--- src/rtl/scc_pkg.sv ---
`timescale 1ns / 1ps
// ----------------------------------------------------------------------------
// scc_pkg
// Widths, constants and the per-pixel summary record of the stereo cost
// confidence block.
// ----------------------------------------------------------------------------
package scc_pkg;

	localparam int COST_W = 15;
	localparam int NUM_W  = 9;
	localparam int POS_W  = 9;
	localparam int CNT_W  = 10;
	localparam int EXP_W  = 17;
	localparam int SUM_W  = 25;
	localparam int LIKE_W = 16;

	localparam logic [COST_W-1:0] COST_MAX  = 15'h7FFF;
	localparam logic [SUM_W-1:0]  SUM_MAX   = 25'h1FF_FFFF;
	localparam logic [NUM_W-1:0]  NUM_RESET = 9'd64;
	localparam logic [CNT_W-1:0]  MAX_DISP  = 10'd256;
	localparam logic [LIKE_W-1:0] LIKE_SAT  = 16'hFFFF;

	// Q0.32 decay per table step, floor(2^32 * exp(-1/200))
	localparam logic [31:0] EXP_STEP = 32'd4273546057;

	// diff * 256 / 480 == (diff * 8) / 15
	localparam int CURVE_DIV   = 15;
	localparam int CURVE_SHIFT = 22;
	localparam int CURVE_X_W   = COST_W + 3;
	localparam int RECIP_W     = 19;
	localparam logic [RECIP_W-1:0] CURVE_RECIP = RECIP_W'((64'd1 << CURVE_SHIFT) / CURVE_DIV);

	localparam int QUEUE_DEPTH = 4;
	localparam int QPTR_W      = 2;

	// Summary of one pixel handed from the front to the back end
	typedef struct packed {
		logic [COST_W-1:0] best_cost;
		logic [COST_W-1:0] second_cost;
		logic [COST_W-1:0] left_cost;
		logic [COST_W-1:0] right_cost;
		logic [EXP_W-1:0]  min_exp;
		logic [SUM_W-1:0]  exp_sum;
	} pix_rec_t;

endpackage

--- src/rtl/scc_back.sv ---
`timescale 1ns / 1ps
// ----------------------------------------------------------------------------
// scc_back
// Turns one pixel summary into the result word: curve confidence through a
// reciprocal multiply, likelihood confidence through a radix-2 divider.
// ----------------------------------------------------------------------------
module scc_back (
	input  logic                       clk,
	input  logic                       arst_n,
	input  logic                       rec_valid,
	output logic                       rec_ready,
	input  scc_pkg::pix_rec_t          rec,
	output logic                       out_valid,
	input  logic                       out_ready,
	output logic [scc_pkg::COST_W-1:0] best_cost,
	output logic [scc_pkg::COST_W-1:0] second_cost,
	output logic [scc_pkg::COST_W-1:0] curve_confidence,
	output logic [scc_pkg::LIKE_W-1:0] likelihood_confidence
);

	localparam int PROD_W = scc_pkg::CURVE_X_W + scc_pkg::RECIP_W;
	localparam int STEP_W = $clog2(scc_pkg::LIKE_W);
	localparam logic [STEP_W-1:0] LAST_STEP = STEP_W'(scc_pkg::LIKE_W - 1);

	typedef enum logic [2:0] {
		B_IDLE = 3'b001,
		B_DIV  = 3'b010,
		B_OUT  = 3'b100
	} back_state_t;

	back_state_t state_q;
	logic [STEP_W-1:0]              step_q;
	logic [scc_pkg::COST_W-1:0]     min_q, second_q, curve_q;
	logic [scc_pkg::LIKE_W-1:0]     like_q, quo_q;
	logic [scc_pkg::CURVE_X_W-1:0]  x_q;
	logic [PROD_W-1:0]              cprod_q;
	logic [scc_pkg::SUM_W-1:0]      rem_q, sum_q;
	logic                           sat_q, zero_q;

	logic [scc_pkg::COST_W-1:0]     nb, diff;
	logic [scc_pkg::SUM_W:0]        rem_x2, rem_sub;
	logic                           qbit;
	logic [scc_pkg::LIKE_W-1:0]     quo_d;
	logic [scc_pkg::COST_W-1:0]     cq;
	logic [scc_pkg::CURVE_X_W:0]    cq15, cres;

	// Larger neighbour minus minimum, clipped at zero
	assign nb   = (rec.left_cost > rec.right_cost) ? rec.left_cost : rec.right_cost;
	assign diff = (nb > rec.best_cost) ? (nb - rec.best_cost) : '0;

	// One restoring division step per cycle
	assign rem_x2  = {rem_q, 1'b0};
	assign qbit    = (rem_x2 >= {1'b0, sum_q});
	assign rem_sub = rem_x2 - {1'b0, sum_q};
	assign quo_d   = {quo_q[scc_pkg::LIKE_W-2:0], qbit};

	// Reciprocal estimate is low by at most one; fix with one compare
	assign cq   = cprod_q[scc_pkg::CURVE_SHIFT +: scc_pkg::COST_W];
	assign cq15 = ({4'b0, cq} << 4) - {4'b0, cq};
	assign cres = {1'b0, x_q} - cq15;

	assign rec_ready = (state_q == B_IDLE);
	assign out_valid = (state_q == B_OUT);

	always_ff @(posedge clk or negedge arst_n) begin
		if (!arst_n) begin
			state_q <= B_IDLE;
			step_q  <= '0;
		end else begin
			unique case (state_q)
				B_IDLE: begin
					step_q <= '0;
					if (rec_valid) begin
						state_q <= B_DIV;
					end
				end
				B_DIV: begin
					step_q <= step_q + STEP_W'(1);
					if (step_q == LAST_STEP) begin
						state_q <= B_OUT;
					end
				end
				B_OUT: begin
					if (out_ready) begin
						state_q <= B_IDLE;
					end
				end
				default: begin
					state_q <= B_IDLE;
				end
			endcase
		end
	end

	// Datapath
	always_ff @(posedge clk) begin
		if (state_q == B_IDLE && rec_valid) begin
			min_q    <= rec.best_cost;
			second_q <= rec.second_cost;
			x_q      <= {diff, 3'b000};
			rem_q    <= scc_pkg::SUM_W'(rec.min_exp);
			sum_q    <= rec.exp_sum;
			quo_q    <= '0;
			zero_q   <= (rec.exp_sum == '0);
			sat_q    <= (scc_pkg::SUM_W'(rec.min_exp) >= rec.exp_sum);
		end
		if (state_q == B_DIV) begin
			rem_q <= qbit ? rem_sub[scc_pkg::SUM_W-1:0] : rem_x2[scc_pkg::SUM_W-1:0];
			quo_q <= quo_d;
			if (step_q == '0) begin
				cprod_q <= PROD_W'(x_q) * PROD_W'(scc_pkg::CURVE_RECIP);
			end
			if (step_q == STEP_W'(1)) begin
				curve_q <= (cres >= (scc_pkg::CURVE_X_W + 1)'(scc_pkg::CURVE_DIV))
					? (cq + scc_pkg::COST_W'(1)) : cq;
			end
			if (step_q == LAST_STEP) begin
				priority if (zero_q) begin
					like_q <= '0;
				end else if (sat_q) begin
					like_q <= scc_pkg::LIKE_SAT;
				end else begin
					like_q <= quo_d;
				end
			end
		end
	end

	assign best_cost             = min_q;
	assign second_cost           = second_q;
	assign curve_confidence      = curve_q;
	assign likelihood_confidence = like_q;

endmodule

--- config.mk ---
export PLATFORM = sky130hd
export DESIGN_NAME = scc_back
export DESIGN_NICKNAME = d
export VERILOG_FILES = /design/src/rtl/scc_pkg.sv /design/src/rtl/scc_back.sv
export SDC_FILE = /design/constraint.sdc
export NUM_CORES = 1
export LEC_CHECK = 0
export BUFFER_PORTS_ARGS = -buffer_cell sky130_fd_sc_hd__buf_2
export CELL_PAD_IN_SITES_DETAIL_PLACEMENT = 1
export CELL_PAD_IN_SITES_GLOBAL_PLACEMENT = 1
export CORE_ASPECT_RATIO = 0.8
export CORE_UTILIZATION = 46
export DETAILED_ROUTE_END_ITERATION = 8
export PLACE_DENSITY_LB_ADDON = 0.1
export SLEW_MARGIN = 25
export SYNTH_ARGS = -nofsm -noshare
export SYNTH_HDL_FRONTEND = slang
export SYNTH_SLANG_ARGS = --single-unit
--- constraint.sdc ---
create_clock -name clk -period 6 [get_ports clk]
set_input_delay 1.2 -clock clk [delete_from_list [all_inputs] [get_ports clk]]
set_output_delay 1.2 -clock clk [all_outputs]
set_load 0.01 [all_outputs]
Yosys cells after proc, flatten, opt, wreduce, memory -nomap -nowiden
Index checks and enable logic that the tools add are counted.
{"block": "totals", "regBits": 182, "inputBits": 106, "output_inout_bits": 63}
{"block": "op_classes", "n_addsub": 6, "n_mul": 1, "n_lt_le_gt_ge": 5, "eq_ne": 8, "muxes": 13, "n_reduce_logical": 9}
{"cell": "two-way mux 25 bit", "count": 3}
{"cell": "two-way mux 15 bit", "count": 4}
{"cell": "multiplier 15 x 17 -> 32 bit, second input constant", "count": 1}
{"cell": "> comparator 15 bit", "count": 2}
{"cell": "greater-or-equal comparator 26 x 25 -> 1 bit", "count": 1}
{"cell": "greater-or-equal comparator 17 x 25 -> 1 bit", "count": 1}
{"cell": "logical NOT 25 bit", "count": 1}
{"cell": "subtractor 25 bit", "count": 1}
{"cell": "greater-or-equal comparator 19 x 4 -> 1 bit, second input constant", "count": 1}
{"cell": "subtractor 18 x 19 -> 19 bit", "count": 1}
{"cell": "subtractor 19 x 15 -> 19 bit", "count": 1}
{"cell": "two-way mux 16 bit", "count": 1}
{"cell": "adder 15 x 1 -> 15 bit, second input constant", "count": 1}
{"cell": "subtractor 15 bit", "count": 1}
{"cell": "two-way mux 3 bit", "count": 3}
{"cell": "one-hot mux 3 bit (3 select lines)", "count": 1}
{"cell": "one-hot mux 4 bit (2 select lines)", "count": 1}
{"cell": "AND reduction 2 bit", "count": 3}
{"cell": "adder 4 x 1 -> 4 bit, second input constant", "count": 1}
{"cell": "== test 4 x 1 -> 1 bit, second input constant", "count": 1}
{"cell": "== test 4 bit, second input constant", "count": 1}
{"cell": "logical NOT 4 bit", "count": 1}
{"cell": "inequality test 2 bit, second input constant", "count": 2}
{"cell": "nonzero test 2 bit", "count": 2}
{"cell": "other kinds (6)", "count": 6}

Logic depth before layout (Yosys ltp)
{"block": "logic_depth", "depth_word": 4, "mapped_depth": 26}

Worst setup path before layout
No wires, ideal clock.
{"block": "synth_timing", "kind": "input to register", "start": "in rec[43] (netlist bit)", "end": "reg x_q[10] (netlist bit) (data pin)", "setup_time_ps": 266, "arrival_time_ps": 5943, "required_time_ps": 5734, "setup_slack_ps": -209, "cell_stages": 26, "n_path_buf": 3, "cell_sequence": "inv_1 > ha_1 > nor2b_1 > o21a_1 > o21a_1 > o21a_1 > o21a_1 > o21a_1 > o21ai_0 > a21oi_1 > o21ai_1 > clkbuf_1 > mux2_2 > ha_1 > nor2b_1 > o21ai_0 > a21oi_1 > o21ai_0 > a211o_1 > a31oi_1 > a211o_1 > a21oi_1 > or2_2 > clkbuf_1 > clkbuf_1 > nor2_1"}
{"block": "synth_between", "elab_chain_cells": 3, "elab_cells_between_ends": 4, "classes_between": "add/sub: 1; order compare: 2; mux: 1"}
{"element": "from (decl)", "line_no": "scc_back.sv:12", "source": "input scc_pkg::pix_rec_t rec,"}
{"element": "> comparator 15 bit", "line_no": "scc_back.sv:48", "source": "assign nb = (rec.left_cost > rec.right_cost) ? rec.left_cost : rec.right_cost;"}
{"element": "two-way mux 15 bit (*)", "line_no": "scc_back.sv:48"}
{"element": "subtractor 15 bit or > comparator 15 bit (tied branches)", "line_no": "scc_back.sv:49", "source": "assign diff = (nb > rec.best_cost) ? (nb - rec.best_cost) : '0;"}
{"element": "to (signal assigned)", "line_no": "scc_back.sv:100", "source": "x_q <= {diff, 3'b000};"}
{"element": "to (decl)", "line_no": "scc_back.sv:35", "source": "logic [scc_pkg::CURVE_X_W-1:0] x_q;"}
Every way passes the cells marked *; elsewhere a longest branch is shown, timed or not.
A chain may end at the register's enable or synchronous reset.

Final worst setup path
{"block": "layout_timing", "start": "in rec[43] (netlist bit)", "end": "reg x_q[7] (netlist bit) (data pin)"}
Same word-level chain as after synthesis.

==> results.md <==
* Status: finished clean
* Nets at between 1500 and 2000
* Slew headroom at 35.74%
* Minimum clock period at 5631 ps
* CP dominant cell by count: o21a_1
* Chip width at about 180 µm
* Post-CTS setup buffers at 0
* CTS tree: done
* N_diodes at 0
* YS warnings at 0
* Ports at 169
* Syn avg cell area at between 10 and 15 µm²
* CTS root buf: clkbuf_16
* WL per Instance at 17.81 µm
* Core area at 26260 µm²
* DRT antenna net count at 0
* Slowest stage delay, CP at 420 ps
* Cell taking the most area after synthesis: edfxtp_1
* MaxCap Viol Count at 0
* Worst-margin pin slew at 963.9 ps
* Fraction of the cycle the final worst path needs at 93.85%
* Post-CTS Hold Fix Bufs at 0
* FFs w/ async S/R, synth at 4.242%
* Max Clk Rate at approximately 180 MHz
* Via count at 9338
* Final Cell Area at 14150 µm²
* Pre-CTS WS at -55.73 ps
* CP Class: in2reg
* Area grow syn2layout at 15.31%
* # fillers at 2992
* Drt initial violations at 531
* Vias in the first global route at 9705
* Critical Path Slowest Stage Cell: or2_2
* RSZ-0062 raised after global routing: no
* Initial Utilization at 46.73%
* # port buffers at 168
* Total die area at 27340 µm²
* WP data required at 6260 ps
* Drt total wl at 31060 µm
* Synth Cell Area at 12270 µm²
* Crit end category: register
* Final hold violations at 0
* Hold slack final at 555.1 ps
* Layout cells sized above 1 at 17.59%
* Leakage at around 0.0067 µW
* Post-CTS resize count at 0
* Routability congestion estimate at 0.8778
* Register area share after synthesis at roughly 40%
* Crit-path cells: buf_2 -> inv_1 -> ha_1 -> nor2b_1 -> o21a_1 -> o21a_1 -> o21a_1 -> o21a_1 -> o21a_1 -> o21ai_0 -> a21oi_1 -> o21ai_2 -> buf_4 -> mux2_2 -> ha_1 -> inv_1 -> a21oi_1 -> o21ai_0 -> a211o_1 -> a31oi_1 -> a211o_1 -> a21oi_1 -> or2_2 -> nor3_1
* Tot GR Track Use at a little under a quarter
* Post-synth EDFFs at 158
* Cell Area, Placed at 13560 µm²
* Cts bufs inserted at 17
* Setup-failing EPs final at 0
* CTS H-tree depth at 4
* Clk sinks at 165
* Setup TNS at 0 ps
* Worst skew pair latency at 440 ps
* Startpoint types: input pin
* Max clock buf depth at 2
* Worst Path Arrival at 5890 ps
* Ys flop type: edfxtp_1
* Remaining DRCs at 0
* Share of the synthesized area in the top cell type at 38.66%
* FF+latch count, synth at 165
* Final Max Slew Viols at 0
* Final WS setup at 369.1 ps
* Synth top area cells: edfxtp_1 39%, ha_1 18%, inv_1 5.3%
* Skew final at 12.29 ps
* Worst vdd ir at 0.2581 mV
* Mapped Nets at 1508
* Pwr dens at 580.2 nW/µm²
* Post-Synthesis Cells at approximately 1200
* Worst-path clk slew at 70 ps
* Final HPWL DP at 24800 µm
* Unique masters post-synth at 68
* Floorplan row count at 53
* Commonest cells in the netlist: 172 x ha_1, 172 x inv_1, 158 x edfxtp_1
* Via/cell ratio at 5.354
* Util after Layout at 53.89%
* Gr ovfl total at 0
* CP Max Fanout at 14
* Hold/Removal Path Class: reg2reg
* Initial antenna violation count at 0
* Largest net degree at the start of global routing at 55
* Global-route wire length before repair at 49910 µm
* First-pass iteration count of the detailed router at 5
* Die Ht at 148.1 µm
[layout make-up]
| cell class | instances | area (µm²) | area share, % |
|---|---|---|---|
| Clock buffer | 17 | 425.4 | 3.006 |
| Clock inverter | 14 | 161.4 | 1.141 |
| Inverter | 172 | 646.9 | 4.571 |
| Multi-Input combinational cell | 840 | 6626 | 46.83 |
| Sequential cell | 165 | 4921 | 34.77 |
| Tap cell | 357 | 446.7 | 3.156 |
| Timing Repair Buffer | 179 | 923.4 | 6.525 |
[sequential cells by signal, summed over array words and instances (netlist names)]
name and flops:
rem_q 25, sum_q 25, likelihood_confidence 16, best_cost 15, cprod_q 15, curve_confidence 15, quo_q 15, second_cost 15
x_q 15, step_q 4, state_q 3, sat_q 1, zero_q 1
[worst max-delay path, delay by kind of cell]
family | cells | cell delay (ps)
buffers and inverters | 4 | 470
AND/OR/NAND/NOR | 3 | 790
AO/OA/AOI/OAI | 14 | 2450
adder cells (fa/ha/maj) | 2 | 600
multiplexers | 1 | 360
[path summary, 6_finish.rpt]
check                           from  depth (start not counted)                         to  slack [ps]
max reg2reg                  x_q[13]                         17                cprod_q[36]         540
min reg2reg                quo_q[14]                          2  likelihood_confidence[15]         560
max in group asynchronous     arst_n                          1                 state_q[0]        5160
min in group asynchronous     arst_n                          1                  step_q[2]         600
min                        quo_q[14]                          2  likelihood_confidence[15]         560
max                          rec[43]                         24                     x_q[7]         370
[through the flow]
stage / cells / total power (µW)
3_3_place_gp: 1713 / 6852
2_1_floorplan: 1203 / 5716
5_1_grt: 1744 / 8941
4_1_cts: 1744 / 8239
3_5_place_dp: 1713 / 7044
6_report: 1744 / 8211
[report_power, final]
part | switching (µW) | internal (µW)
Sequential | 209 | 1770
Clock | 503 | 625
Combinational | 3020 | 2090
[cell families after synthesis]
| group | Yosys count | share of synthesized area, % |
|---|---|---|
| XOR/XNOR | 63 | 4.496 |
| AO/OA/AOI/OAI | 229 | 11.90 |
| flip-flops | 165 | 40.10 |
| adder cells (fa/ha/maj) | 199 | 21.94 |
| buffers and inverters | 198 | 6.077 |
| AND/OR/NAND/NOR | 323 | 13.20 |
| multiplexers | 26 | 2.284 |
[cell usage in the layout (no fill, tap or decap), drive strengths merged, types with 18 or more instances in the layout]
cell type    n
a21o        33
a21oi       72
buf        179
edfxtp     158
fa          27
ha         172
inv        180
nand2       61
nand3       22
nand4       18
nor2       105
nor3        19
o21a        19
o21ai       46
xnor2       39
xor2        24
[metal layers]
metal	share of wire, %	GRT usage [%]
met5	0	0
met4	1.2	5.289
met2	44	37.40
met1	50	33.22
met3	4.4	4.701
Note: power is estimated with default switching activity, not from simulation.
