`config.mk`:
```
export PLATFORM = sky130hd
export DESIGN_NAME = scc_queue
export DESIGN_NICKNAME = d
export VERILOG_FILES = /design/src/rtl/scc_pkg.sv /design/src/rtl/scc_queue.sv
export SDC_FILE = /design/constraint.sdc
export NUM_CORES = 1
export LEC_CHECK = 0
export BUFFER_PORTS_ARGS = -buffer_cell sky130_fd_sc_hd__buf_2
export CAP_MARGIN = 30
export CORE_MARGIN = 2
export CORE_UTILIZATION = 50
export CTS_BUF_LIST = sky130_fd_sc_hd__clkbuf_8
export DETAILED_ROUTE_END_ITERATION = 7
export GPL_TIMING_DRIVEN = 0
export PLACE_DENSITY = 0.84
export SYNTH_ARGS = -nofsm -noshare
export SYNTH_HDL_FRONTEND = slang
export SYNTH_SLANG_ARGS = --single-unit
```
`constraint.sdc`:
```
create_clock -name clk -period 3.4 [get_ports clk]
set_input_delay 0.34 -clock clk [delete_from_list [all_inputs] [get_ports clk]]
set_output_delay 0.34 -clock clk [all_outputs]
set_load 0.005 [all_outputs]
```
`src/rtl/scc_pkg.sv`:
```
`timescale 1ns / 1ps
// ----------------------------------------------------------------------------
// scc_pkg
// Widths, constants and the per-pixel summary record of the stereo cost
// confidence block.
// ----------------------------------------------------------------------------
package scc_pkg;

	localparam int COST_W = 15;
	localparam int NUM_W  = 9;
	localparam int POS_W  = 9;
	localparam int CNT_W  = 10;
	localparam int EXP_W  = 17;
	localparam int SUM_W  = 25;
	localparam int LIKE_W = 16;

	localparam logic [COST_W-1:0] COST_MAX  = 15'h7FFF;
	localparam logic [SUM_W-1:0]  SUM_MAX   = 25'h1FF_FFFF;
	localparam logic [NUM_W-1:0]  NUM_RESET = 9'd64;
	localparam logic [CNT_W-1:0]  MAX_DISP  = 10'd256;
	localparam logic [LIKE_W-1:0] LIKE_SAT  = 16'hFFFF;

	// Q0.32 decay per table step, floor(2^32 * exp(-1/200))
	localparam logic [31:0] EXP_STEP = 32'd4273546057;

	// diff * 256 / 480 == (diff * 8) / 15
	localparam int CURVE_DIV   = 15;
	localparam int CURVE_SHIFT = 22;
	localparam int CURVE_X_W   = COST_W + 3;
	localparam int RECIP_W     = 19;
	localparam logic [RECIP_W-1:0] CURVE_RECIP = RECIP_W'((64'd1 << CURVE_SHIFT) / CURVE_DIV);

	localparam int QUEUE_DEPTH = 4;
	localparam int QPTR_W      = 2;

	// Summary of one pixel handed from the front to the back end
	typedef struct packed {
		logic [COST_W-1:0] best_cost;
		logic [COST_W-1:0] second_cost;
		logic [COST_W-1:0] left_cost;
		logic [COST_W-1:0] right_cost;
		logic [EXP_W-1:0]  min_exp;
		logic [SUM_W-1:0]  exp_sum;
	} pix_rec_t;

endpackage

```
`src/rtl/scc_queue.sv`:
```
`timescale 1ns / 1ps
// ----------------------------------------------------------------------------
// scc_queue
// Small FIFO of pixel summaries between the front and the back end.
// ----------------------------------------------------------------------------
module scc_queue (
	input  logic                     clk,
	input  logic                     arst_n,
	input  logic                     push_valid,
	input  scc_pkg::pix_rec_t        push_rec,
	output logic                     pop_valid,
	input  logic                     pop_ready,
	output scc_pkg::pix_rec_t        pop_rec,
	output logic [scc_pkg::QPTR_W:0] count
);

	scc_pkg::pix_rec_t             slot_q [scc_pkg::QUEUE_DEPTH];
	logic [scc_pkg::QPTR_W-1:0]    wr_ptr_q, rd_ptr_q;
	logic [scc_pkg::QPTR_W:0]      count_q;
	logic                          do_pop;

	assign pop_valid = (count_q != '0);
	assign pop_rec   = slot_q[rd_ptr_q];
	assign count     = count_q;
	assign do_pop    = pop_valid && pop_ready;

	// Pointers and fill level; the front never pushes into a full queue
	always_ff @(posedge clk or negedge arst_n) begin
		if (!arst_n) begin
			wr_ptr_q <= '0;
			rd_ptr_q <= '0;
			count_q  <= '0;
		end else begin
			if (push_valid) begin
				wr_ptr_q <= wr_ptr_q + scc_pkg::QPTR_W'(1);
			end
			if (do_pop) begin
				rd_ptr_q <= rd_ptr_q + scc_pkg::QPTR_W'(1);
			end
			unique case ({push_valid, do_pop})
				2'b10:   count_q <= count_q + (scc_pkg::QPTR_W + 1)'(1);
				2'b01:   count_q <= count_q - (scc_pkg::QPTR_W + 1)'(1);
				default: count_q <= count_q;
			endcase
		end
	end

	always_ff @(posedge clk) begin
		if (push_valid) begin
			slot_q[wr_ptr_q] <= push_rec;
		end
	end

endmodule

```
# Word-level counts from Yosys, hierarchy flattened

Memories as Yosys holds them, arrays and structs flattened.
Index checks and enable logic that the tools add are counted.

Bits in writable memories: 408
Bits in latches: 0
Bits in read-only memories: 0
Register bits after elaboration: 7
Word-level logic and storage cells: 16
Memories: 1

Memory list:

| name   | depth | width | read ports | clocked after Yosys merged registers in | write ports | line            | source |
|---|---|---|---|---|---|---|---|
| slot_q | 4     | 102   | 1          | 0                                       | 1           | scc_queue.sv:17 | `scc_pkg::pix_rec_t slot_q [scc_pkg::QUEUE_DEPTH];` |

Reductions and logical operators: 3
Bitwise operators: 0
$add $sub $neg: 4
$mul: 0
Multiplexer cells: 3
Order comparisons: 0
Shifts and indexed selects: 0
Divide/modulo/power cells: 0
Eq/ne operators: 2

Operator list:

| operator                                         | number |
|---|---|
| case mux 3 bit (2 select lines)                  | 1 |
| adder 2 x 1 -> 2 bit, second input constant      | 2 |
| adder 3 x 1 -> 3 bit, second input constant      | 1 |
| nonzero test 3 bit                               | 1 |
| subtractor 3 x 1 -> 3 bit, second input constant | 1 |
| == test 2 x 1 -> 1 bit, second input constant    | 1 |
| == test 2 bit, second input constant             | 1 |
| two-way mux 1 bit                                | 2 |
| nonzero test 2 bit                               | 1 |
| logical AND 1 bit                                | 1 |

# Logic depth before layout (Yosys ltp)

Gate-level depths: netlist of run 1.

Depth after elaboration: 4
Gate-level depth with buffers: 7
Mapped depth without buffers: 7

# Worst setup path after synthesis of run 1

Ideal clock, no wire load.

Path type: register -> register
Start: reg wr_ptr_q[0] in the netlist's numbering
End: mem slot_q[0][0] in the netlist's numbering (enable)
Setup time: 472 ps
Stages on the path, launching flop included: 4
Slack: -49 ps
Period minus slack after synthesis: 3449 ps
Data arrival time: 2976 ps
Cell sequence: dfrtp_1 inv_1 ha_1 and2_1

RTL lines:

| element                | line            | source |
|---|---|---|
| start, declared        | scc_queue.sv:18 | `logic [scc_pkg::QPTR_W-1:0] wr_ptr_q, rd_ptr_q;` |
| start signal, assigned | scc_queue.sv:35 | `wr_ptr_q <= wr_ptr_q + scc_pkg::QPTR_W'(1);` |
| end, declared          | scc_queue.sv:17 |  |

No word-level cell before the write port.

==> results of run 1 <==
==> state kept, by name (all words and copies together) (netlist names) <==
signal	flops
wr_ptr_q	2
slot_q	408
rd_ptr_q	2
count	3
==> cells in the final DEF (no fill, tap or decap), types with 2 or more instances in the layout <==
cell type / synthesis / final
ha_1: 5 / 5
xnor2_1: 2 / 2
and2_4: 0 / 4
dfrtp_1: 7 / 7
clkinvlp_4: 0 / 2
mux4_2: 102 / 102
dlygate4sd3_1: 0 / 103
clkbuf_8: 0 / 63
buf_12: 6 / 7
edfxtp_1: 408 / 408
clkinv_1: 0 / 19
clkinv_2: 0 / 12
bufinv_16: 0 / 2
buf_16: 0 / 4
xor2_1: 4 / 4
buf_1: 3 / 3
inv_1: 6 / 22
buf_2: 8 / 219
buf_4: 4 / 4
nand2_1: 2 / 2
==> critical path, stage by stage (launching register included) <==
cell and delay [ns]:
dfrtp_1 0.39, buf_2 0.34, buf_2 0.36, mux4_2 0.38, buf_2 0.15
==> layer usage <==
| metal | vias up | GRT usage |
|---|---|---|
| li1 | 3233 | - |
| met1 | 3811 | 0.238 |
| met2 | 249 | 0.346 |
| met3 | 47 | 0.0426 |
| met4 | 0 | 0.0525 |
| met5 | - | 0 |
==> path summary, 6_finish.rpt <==
kind | startpoint | endpoint | slack, ns | depth (start not counted)
setup / recovery | rd_ptr_q[1] | pop_rec[87] | 0.86 | 4
hold / removal | push_valid | wr_ptr_q[0] | 0.06 | 2
setup reg to reg | wr_ptr_q[0] | slot_q[0][41] | 1.29 | 4
hold reg to reg | wr_ptr_q[0] | wr_ptr_q[0] | 0.54 | 1
max in group asynchronous | arst_n | wr_ptr_q[1] | 3.07 | 2
min in group asynchronous | arst_n | count[2] | 0.15 | 2
==> power groups by stage <==
stage | Clock [W] | Sequential, W | Combinational, W
final | 0.00367 | 0.00693 | 0.00453
after global routing | 0.00396 | 0.00700 | 0.00493
after CTS | 0.00374 | 0.00692 | 0.00464
after detailed placement | 0 | 0.00702 | 0.00452
after global placement | 0 | 0.00706 | 0.00433
after floorplan | 0 | 0.00698 | 0.00273
==> metrics by stage <==
stage	hold slack (ns)	instance area, sq um	util	power (W)
floorplan	0.0444	15200	-	0.00971
global placement	0.181	16700	0.561	0.0114
detailed placement	0.186	16900	0.566	0.0115
CTS	0.00544	19000	0.638	0.0153
global route	0.0593	19000	0.639	0.0159
finish	0.0586	19000	0.639	0.0151
==> cell type report <==
type / instances / area (sq um)
Clock inverter: 51 / 267
Antenna cell: 1 / 2.50
Tap cell: 390 / 488
Timing Repair Buffer: 319 / 2220
Sequential cell: 415 / 12400
Fill cell: 1954 / 10800
Inverter: 6 / 22.5
Multi-Input combinational cell: 125 / 2510
Clock buffer: 63 / 867
Buffer: 23 / 228
==> cells in the mapped netlist <==
cell      number
xor2_1         4
buf_4          4
buf_8          1
edfxtp_1     408
dfrtp_1        7
and2_1         4
buf_1          3
buf_12         6
mux4_2       102
mux2i_1        1
xnor2_1        2
or3_1          1
o21ai_0        1
fa_1           1
ha_1           5
o31a_1         1
nor2_1         1
nand2_1        2
buf_2          8
inv_1          6
buf_6          1
==> cells by family (layout without fill, tap and decap cells) <==
family / count (synthesis) / after routing / share of synthesized area
AO/OA/AOI/OAI: 2 / 2 / 0.000907
XOR/XNOR: 6 / 6 / 0.00346
adder cells (fa/ha/maj): 6 / 6 / 0.00544
buffers and inverters: 29 / 462 / 0.0165
flip-flops: 415 / 415 / 0.819
multiplexers: 103 / 103 / 0.152
other: 0 / 1 / 0
AND/OR/NAND/NOR: 8 / 8 / 0.00280
==> reports/results.ini, run 1 <==
[run_status]
outcome=complete, no violations

[die]
fp.dieArea_sq_mm=0.0318
fp.dieW_um=178
rows=63
ios=212
fp.dieH_um=178
coreArea_sq_mm=0.0298
start_util=0.509

[clock_network]
hold_buffers=103
numCtsBuffers=61
cts_setup_buffers=0
path_clk_slew_ns=0.07
cts_buffer_depth=3
clock_latency_ns=0.59
cts_tree=built
ctsRootBufferMaster=clkbuf_8
cts_sinks=415
cts_resized=0
htreeDepth=2

[timing]
fin_skew_ns=0.0206
fmax_mhz=394
rsz0062_at_grt=false
min_period_ns=2.54
hold_viol=0
setup-violations-final=0
tightest_slew_ns=0.849
slew_violations=0
fin_crit_sh=0.747
setup_ws_ns=0.859
fin_setup_tns_ns=0
slew_headroom=0.434

[yosys]
yosys_warnings=0
syn_inst=569
synth.cell_area_sq_mm=0.0152
synth_top_area_frac=0.807
synthTopCellsByArea=edfxtp_1 (81%), mux4_2 (15%), dfrtp_1 (1.2%), buf_12 (0.79%), ha_1 (0.41%)
synth_area_leader_cell=edfxtp_1
synth_cell_types=21
syn_area_per_cell_sq_um=26.7
ys_ff_latch=415
ys_seq_area_frac=0.819
syn-num-nets=681

[setup_path]
path_class=register to output port
worst_ep_arrival_time_ns=2.20
crit_fanout=10
crit_path_start_kind=register
critical_path_required_ns=3.06
end_kind=output port

[grt]
grt_pass1_vias=8302
grtUsageTotal=0.193
grt_max_degree=56
antenna_found_initial=1
grt_pass1_wl_um=45900
overflow=0

[route]
wl_met1_um=11700
drt_wl_total_um=29800
ant_nets=0
drtPass1Iterations=4
highest_layer=met4
num_vias=7340
wl_met2_um=15800
drc=0
met3_length_um=1810
drt_iter0_markers=438
viasPerCell=5.27
avgRoutedWirePerCell_um=21.4

[min_path]
hold_path.class=input port to register

[power]
pwr-share-clk=0.242
p_int_w=0.0108
p_switching_w=0.00429
power.density_mw_per_mm2=795
p_leak_nw=6.69
combPwrFrac=0.300
swShare=0.283
p_seq_frac=0.458
peakVddDrop_v=0.000502

[layout]
area_delta_synth_final_pct=25.4
final_cells=1393
final_nets=1063
layout-drive-gt1-share=0.420

[placed_design]
dp_slack_ns=1.31
port_buffers=211
dp_hpwl_um=17400
numPlacedInstances=1175
gp_congestion=0.705

[flow_run]
drv_cap=0

No activity file was read; power rests on OpenSTA's default activity.
==> run 2: changes to the inputs <==
Clock period 3.4 ns to 2.12 ns, I/O delays scaled along.
==> reports/results.ini, run 2 (synthesis results as in run 1) <==
[die]
fp.dieArea_sq_mm=0.0318  ; unchanged
rows=63  ; unchanged
fp.dieH_um=178  ; unchanged
fp.dieW_um=178  ; unchanged
start_util=0.509  ; unchanged
coreArea_sq_mm=0.0298  ; unchanged
ios=212  ; unchanged

[power]
p_leak_nw=6.90  ; +3.2%
p_switching_w=0.00714  ; +67%
combPwrFrac=0.325  ; +0.025
power.density_mw_per_mm2=1300  ; +64%
report.power.total_w=0.0253  ; +67%
peakVddDrop_v=0.000820  ; +63%
p_seq_frac=0.439  ; -0.019
pwr-share-clk=0.236  ; -0.006
p_int_w=0.0182  ; +68%
swShare=0.282  ; -0.00139

[setup_path]
path_delay_family=buffers and inverters
crit_fanout=10  ; unchanged
end_kind=output port
cp_num_buf_inv=4  ; +1
worst_ep_arrival_time_ns=2.07  ; -0.13 ns
cp.depth=5  ; +1
crit_path_start_kind=register
reg2reg_depth=4  ; unchanged
path_class=register to output port
worstPathCellList=buf_6, buf_12, buf_12, mux4_2, buf_2
path_common_cell=buf_12
critical-path-max-stage-delay_ns=0.53  ; +0.14 ns
critical_path_required_ns=1.91  ; -1.15 ns
critPathSlowestCell=mux4_2

[timing]
fin_crit_sh=1.08
holdWs_ns=0.0652  ; +0.00655 ns
min_period_ns=2.28
slew_violations=0  ; unchanged
tightest_slew_ns=0.801  ; -0.0481 ns
hold_viol=0  ; unchanged
rsz0062_at_grt=true
fmax_mhz=438
setup_ws_ns=-0.163  ; -1.02 ns
fin_skew_ns=0.0283  ; +0.00770 ns
slew_headroom=0.466  ; +0.0321
setup-violations-final=102  ; +102
fin_setup_tns_ns=-11.39  ; -11.39 ns

[run_status]
outcome=complete, but fails checks
violations=negative setup slack

[grt]
grtUsageTotal=0.193  ; +0.000433
grt_pass1_wl_um=45500  ; -0.80%
grt_pass1_vias=8236  ; -0.79%
antenna_found_initial=0  ; -1
overflow=0  ; unchanged
grt_max_degree=57  ; +1.8%

[clock_network]
cts_sinks=415  ; unchanged
clock_latency_ns=0.55  ; -0.04 ns
cts_tree=built
path_clk_slew_ns=0.06  ; about the same
ctsRootBufferMaster=clkbuf_8
htreeDepth=3  ; +1
numCtsBuffers=67  ; +9.8%
cts_buffer_depth=3  ; unchanged

[layout]
final_cell_mix=edfxtp_1 (408), buf_2 (199), dlygate4sd3_1 (105)
largest_reg_flops=408  ; unchanged
layout-drive-gt1-share=0.434  ; +0.0140
final_cells=1408  ; +1.1%
final_common_cell=edfxtp_1
final_util=0.653  ; +0.0145
regMostFlops=slot_q
antenna_cells=0  ; -1
final_nets=1087  ; +2.3%
area_delta_synth_final_pct=28.2

[min_path]
hold_path.class=input port to register
holdPathStages=3  ; +1

[placed_design]
numPlacedInstances=1175  ; unchanged
port_buffers=211  ; unchanged
gp_congestion=0.690  ; -2.2%
dp_hpwl_um=17200  ; -0.88%

[flow_run]
drv_cap=0  ; unchanged

[route]
drt_iter0_markers=577  ; +32%
num_vias=7523  ; +2.5%
drt_wl_total_um=30800  ; +3.3%
ant_nets=0  ; unchanged
avgRoutedWirePerCell_um=21.9  ; +2.2%
drtPass1Iterations=7  ; +3
viasPerCell=5.34  ; +1.4%
drc=0  ; unchanged

[run 2: final timing paths]
path                              from            end  slack (ns)
min                          pop_ready    rd_ptr_q[0]        0.07
min in group asynchronous       arst_n       count[2]        0.62
min reg2reg                wr_ptr_q[0]    wr_ptr_q[0]        0.54
max in group asynchronous       arst_n    rd_ptr_q[1]        1.21
max                        rd_ptr_q[0]    pop_rec[63]       -0.16
max reg2reg                wr_ptr_q[0]  slot_q[2][65]        0.13
[run 2: what timing repair did]
action,in CTS,in global routing
pin swaps,0,0
hold buffers,105,0
setup buffers,6,3
gates cloned,3,4
endpoints found under the setup margin,132,196
endpoints found under the hold margin,416,0
gates resized for setup,24,20
[run 2: layer usage]
| layer | track usage | part of all wire | wire, um | vias to the layer above |
|---|---|---|---|---|
| met3 | 0.0465 | 0.060 | 1850 | 47 |
| met4 | 0.0535 | 0.015 | 467 | 0 |
| met2 | 0.335 | 0.52 | 16100 | 280 |
| li1 | - | - | - | 3276 |
| met1 | 0.246 | 0.40 | 12400 | 3920 |
| met5 | 0 | 0 | 0 | - |
[run 2: power groups by stage]
| stage | Clock (W) | Sequential, W | Combinational [W] |
|---|---|---|---|
| after global placement | 0 | 0.0112 | 0.00701 |
| after CTS | 0.00612 | 0.0111 | 0.00787 |
| after floorplan | 0 | 0.0111 | 0.00440 |
| after detailed placement | 0 | 0.0113 | 0.00724 |
| final | 0.00598 | 0.0111 | 0.00824 |
| after global routing | 0.00649 | 0.0112 | 0.00885 |
[run 2: stage by stage]
step                area, sq um  setup slack [ns]
finish                    19500            -0.163
global route              19500            -0.259
CTS                       19300            -0.224
detailed placement        16900          -0.00331
global placement          16700            -0.234
floorplan                 15200             0.324
[run 2: layout make-up]
class | count | area, sq um
buffer | 23 | 305
clock buffer | 67 | 922
clock inverter | 45 | 230
fill | 1891 | 10300
inverter | 6 | 22.5
multi-input combinational | 128 | 2530
sequential | 415 | 12400
tap | 390 | 488
timing repair buffer | 334 | 2530
[run 2: worst min-delay path, delay by kind of cell]
family / cells / cell delay [ns]
AOI/OAI and AO/OA: 1 / 0.20
buffers and inverters: 1 / 0.08
xor gates and xnor gates: 1 / 0.08
==> run 3: changes to the inputs <==
Settings changed: CTS_BUF_LIST sky130_fd_sc_hd__clkbuf_8 to default.
==> reports/results.ini, run 3 (synthesis results as in run 1) <==
[layout]
area_delta_synth_final_pct=28.8
fin_area_sq_mm=0.0195  ; +0.46%
regMostFlops=slot_q
final_nets=1058  ; -2.7%
final_cells=1366  ; -3.0%
largest_reg_flops=408  ; unchanged
final_cell_mix=edfxtp_1 (408), buf_2 (202), dlygate4sd3_1 (103)
final_util=0.656  ; +0.00302
layout-drive-gt1-share=0.426  ; -0.00854
final_common_cell=edfxtp_1

[timing]
hold_viol=0  ; unchanged
fmax_mhz=445  ; +1.6%
setup_ws_ns=-0.128  ; +0.0349 ns
min_period_ns=2.25  ; -0.0349 ns
slew_violations=0  ; unchanged
setup-violations-final=102  ; unchanged
slew_headroom=0.510  ; +0.0437
fin_crit_sh=1.06  ; -0.0165
tightest_slew_ns=0.735  ; -0.0655 ns
fin_skew_ns=0.0175  ; -0.0109 ns
rsz0062_at_grt=true

[route]
ant_nets=0  ; unchanged
drt_iter0_markers=582  ; +0.87%
avgRoutedWirePerCell_um=22.4  ; +2.4%
num_vias=7359  ; -2.2%
drc=0  ; unchanged
drt_wl_total_um=30600  ; -0.61%
viasPerCell=5.39  ; +0.83%
drtPass1Iterations=5  ; -2

[clock_network]
path_clk_slew_ns=0.06  ; about the same
numCtsBuffers=42  ; -37%
cts_buffer_depth=3  ; unchanged
cts_sinks=415  ; unchanged
htreeDepth=2  ; -1
clock_latency_ns=0.51  ; -0.04 ns
ctsRootBufferMaster=clkbuf_16
cts_tree=built

[die]
rows=63  ; unchanged
coreArea_sq_mm=0.0298  ; unchanged
fp.dieArea_sq_mm=0.0318  ; unchanged
start_util=0.509  ; unchanged
fp.dieW_um=178  ; unchanged
fp.dieH_um=178  ; unchanged
ios=212  ; unchanged

[setup_path]
crit_fanout=10  ; unchanged
end_kind=output port
path_class=register to output port
reg2reg_depth=7  ; +3
r2r-start=count[0]
reg2reg_to=count[2]
crit_path_start_kind=register
worst_ep_arrival_time_ns=2.04  ; -0.03 ns
critical_path_required_ns=1.91  ; about the same
rrSetupSlack_ns=0.16  ; +0.03 ns

[grt]
antenna_found_initial=1  ; +1
grt_max_degree=57  ; unchanged
use_met3=0.0411  ; -0.00533
grt_use_met1=0.248  ; +0.00242
grtUsageTotal=0.192  ; -0.00125
top_usage_layer=met2
grt_pass1_wl_um=45400  ; -0.32%
grt_pass1_vias=7951  ; -3.5%
use_met2=0.332  ; -0.00371
overflow=0  ; unchanged

[min_path]
hold_path.class=input port to asynchronous set/reset pin

[power]
p_leak_nw=6.84  ; -0.96%
power.density_mw_per_mm2=1340  ; +2.7%
peakVddDrop_v=0.00107  ; +31%

[placed_design]
dp_slack_ns=-0.00331  ; unchanged
dp_hpwl_um=17200  ; unchanged
numPlacedInstances=1175  ; unchanged
gp_congestion=0.690  ; unchanged
port_buffers=211  ; unchanged
place_area_sq_mm=0.0169  ; unchanged

[run_status]
outcome=complete, but fails checks
violations=negative setup slack

[flow_run]
drv_cap=0  ; unchanged

-- run 3: routing by layer --
metal | share of wire | up-vias
li1 | - | 3216
met1 | 0.40 | 3823
met2 | 0.51 | 260
met3 | 0.063 | 60
met4 | 0.022 | 0
met5 | 0 | -
-- run 3: repair_timing --
item	CTS	global route
endpoints found under the setup margin	140	210
gates resized for setup	14	27
setup buffers	3	3
cloned	1	7
endpoints found under the hold margin	415	0
hold buffers	103	0
-- run 3: critical path, cell delays in order, from the launching register on --
cell and delay [ns]:
dfrtp_1 0.36, buf_6 0.16, buf_12 0.16, buf_12 0.16, mux4_2 0.53, buf_2 0.15
-- run 3: how the worst max path moves through the flow --
stage                 from             to  slack (ns)  depth (start not counted)
6_report       rd_ptr_q[0]    pop_rec[70]       -0.13                          5
4_1_cts        rd_ptr_q[0]    pop_rec[84]       -0.17                          5
5_1_grt        rd_ptr_q[0]    pop_rec[54]       -0.21                          5
2_1_floorplan  wr_ptr_q[0]   slot_q[2][0]        0.32                          3
3_5_place_dp   wr_ptr_q[0]  slot_q[2][53]      -0.003                          4
3_3_place_gp   wr_ptr_q[0]  slot_q[0][43]       -0.23                          3
-- run 3: area by class of cell --
type | instances | area [sq um]
flip-flops and latches | 415 | 12400
clock buffers | 50 | 1100
diodes | 1 | 2.50
inverters | 6 | 22.5
plain buffers | 23 | 302
multi-input cells | 128 | 2530
fillers | 1879 | 10200
repair buffers | 330 | 2480
well taps | 390 | 488
clock inverters | 23 | 191
-- run 3: power by group --
group / internal [W] / switching (W)
Sequential: 0.0107 / 0.000398
Clock: 0.00406 / 0.00284
Combinational: 0.00430 / 0.00382
-- run 3: metrics by stage --
step,TNS [ns],hold WS [ns],total power (W)
after CTS,-11.35,0.0340,0.0257
after global routing,-16.08,0.0758,0.0274
after floorplan,0,-0.0836,0.0155
after global placement,-81.41,0.0509,0.0182
after detailed placement,-0.0373,0.0555,0.0185
final,-8.18,0.0711,0.0261
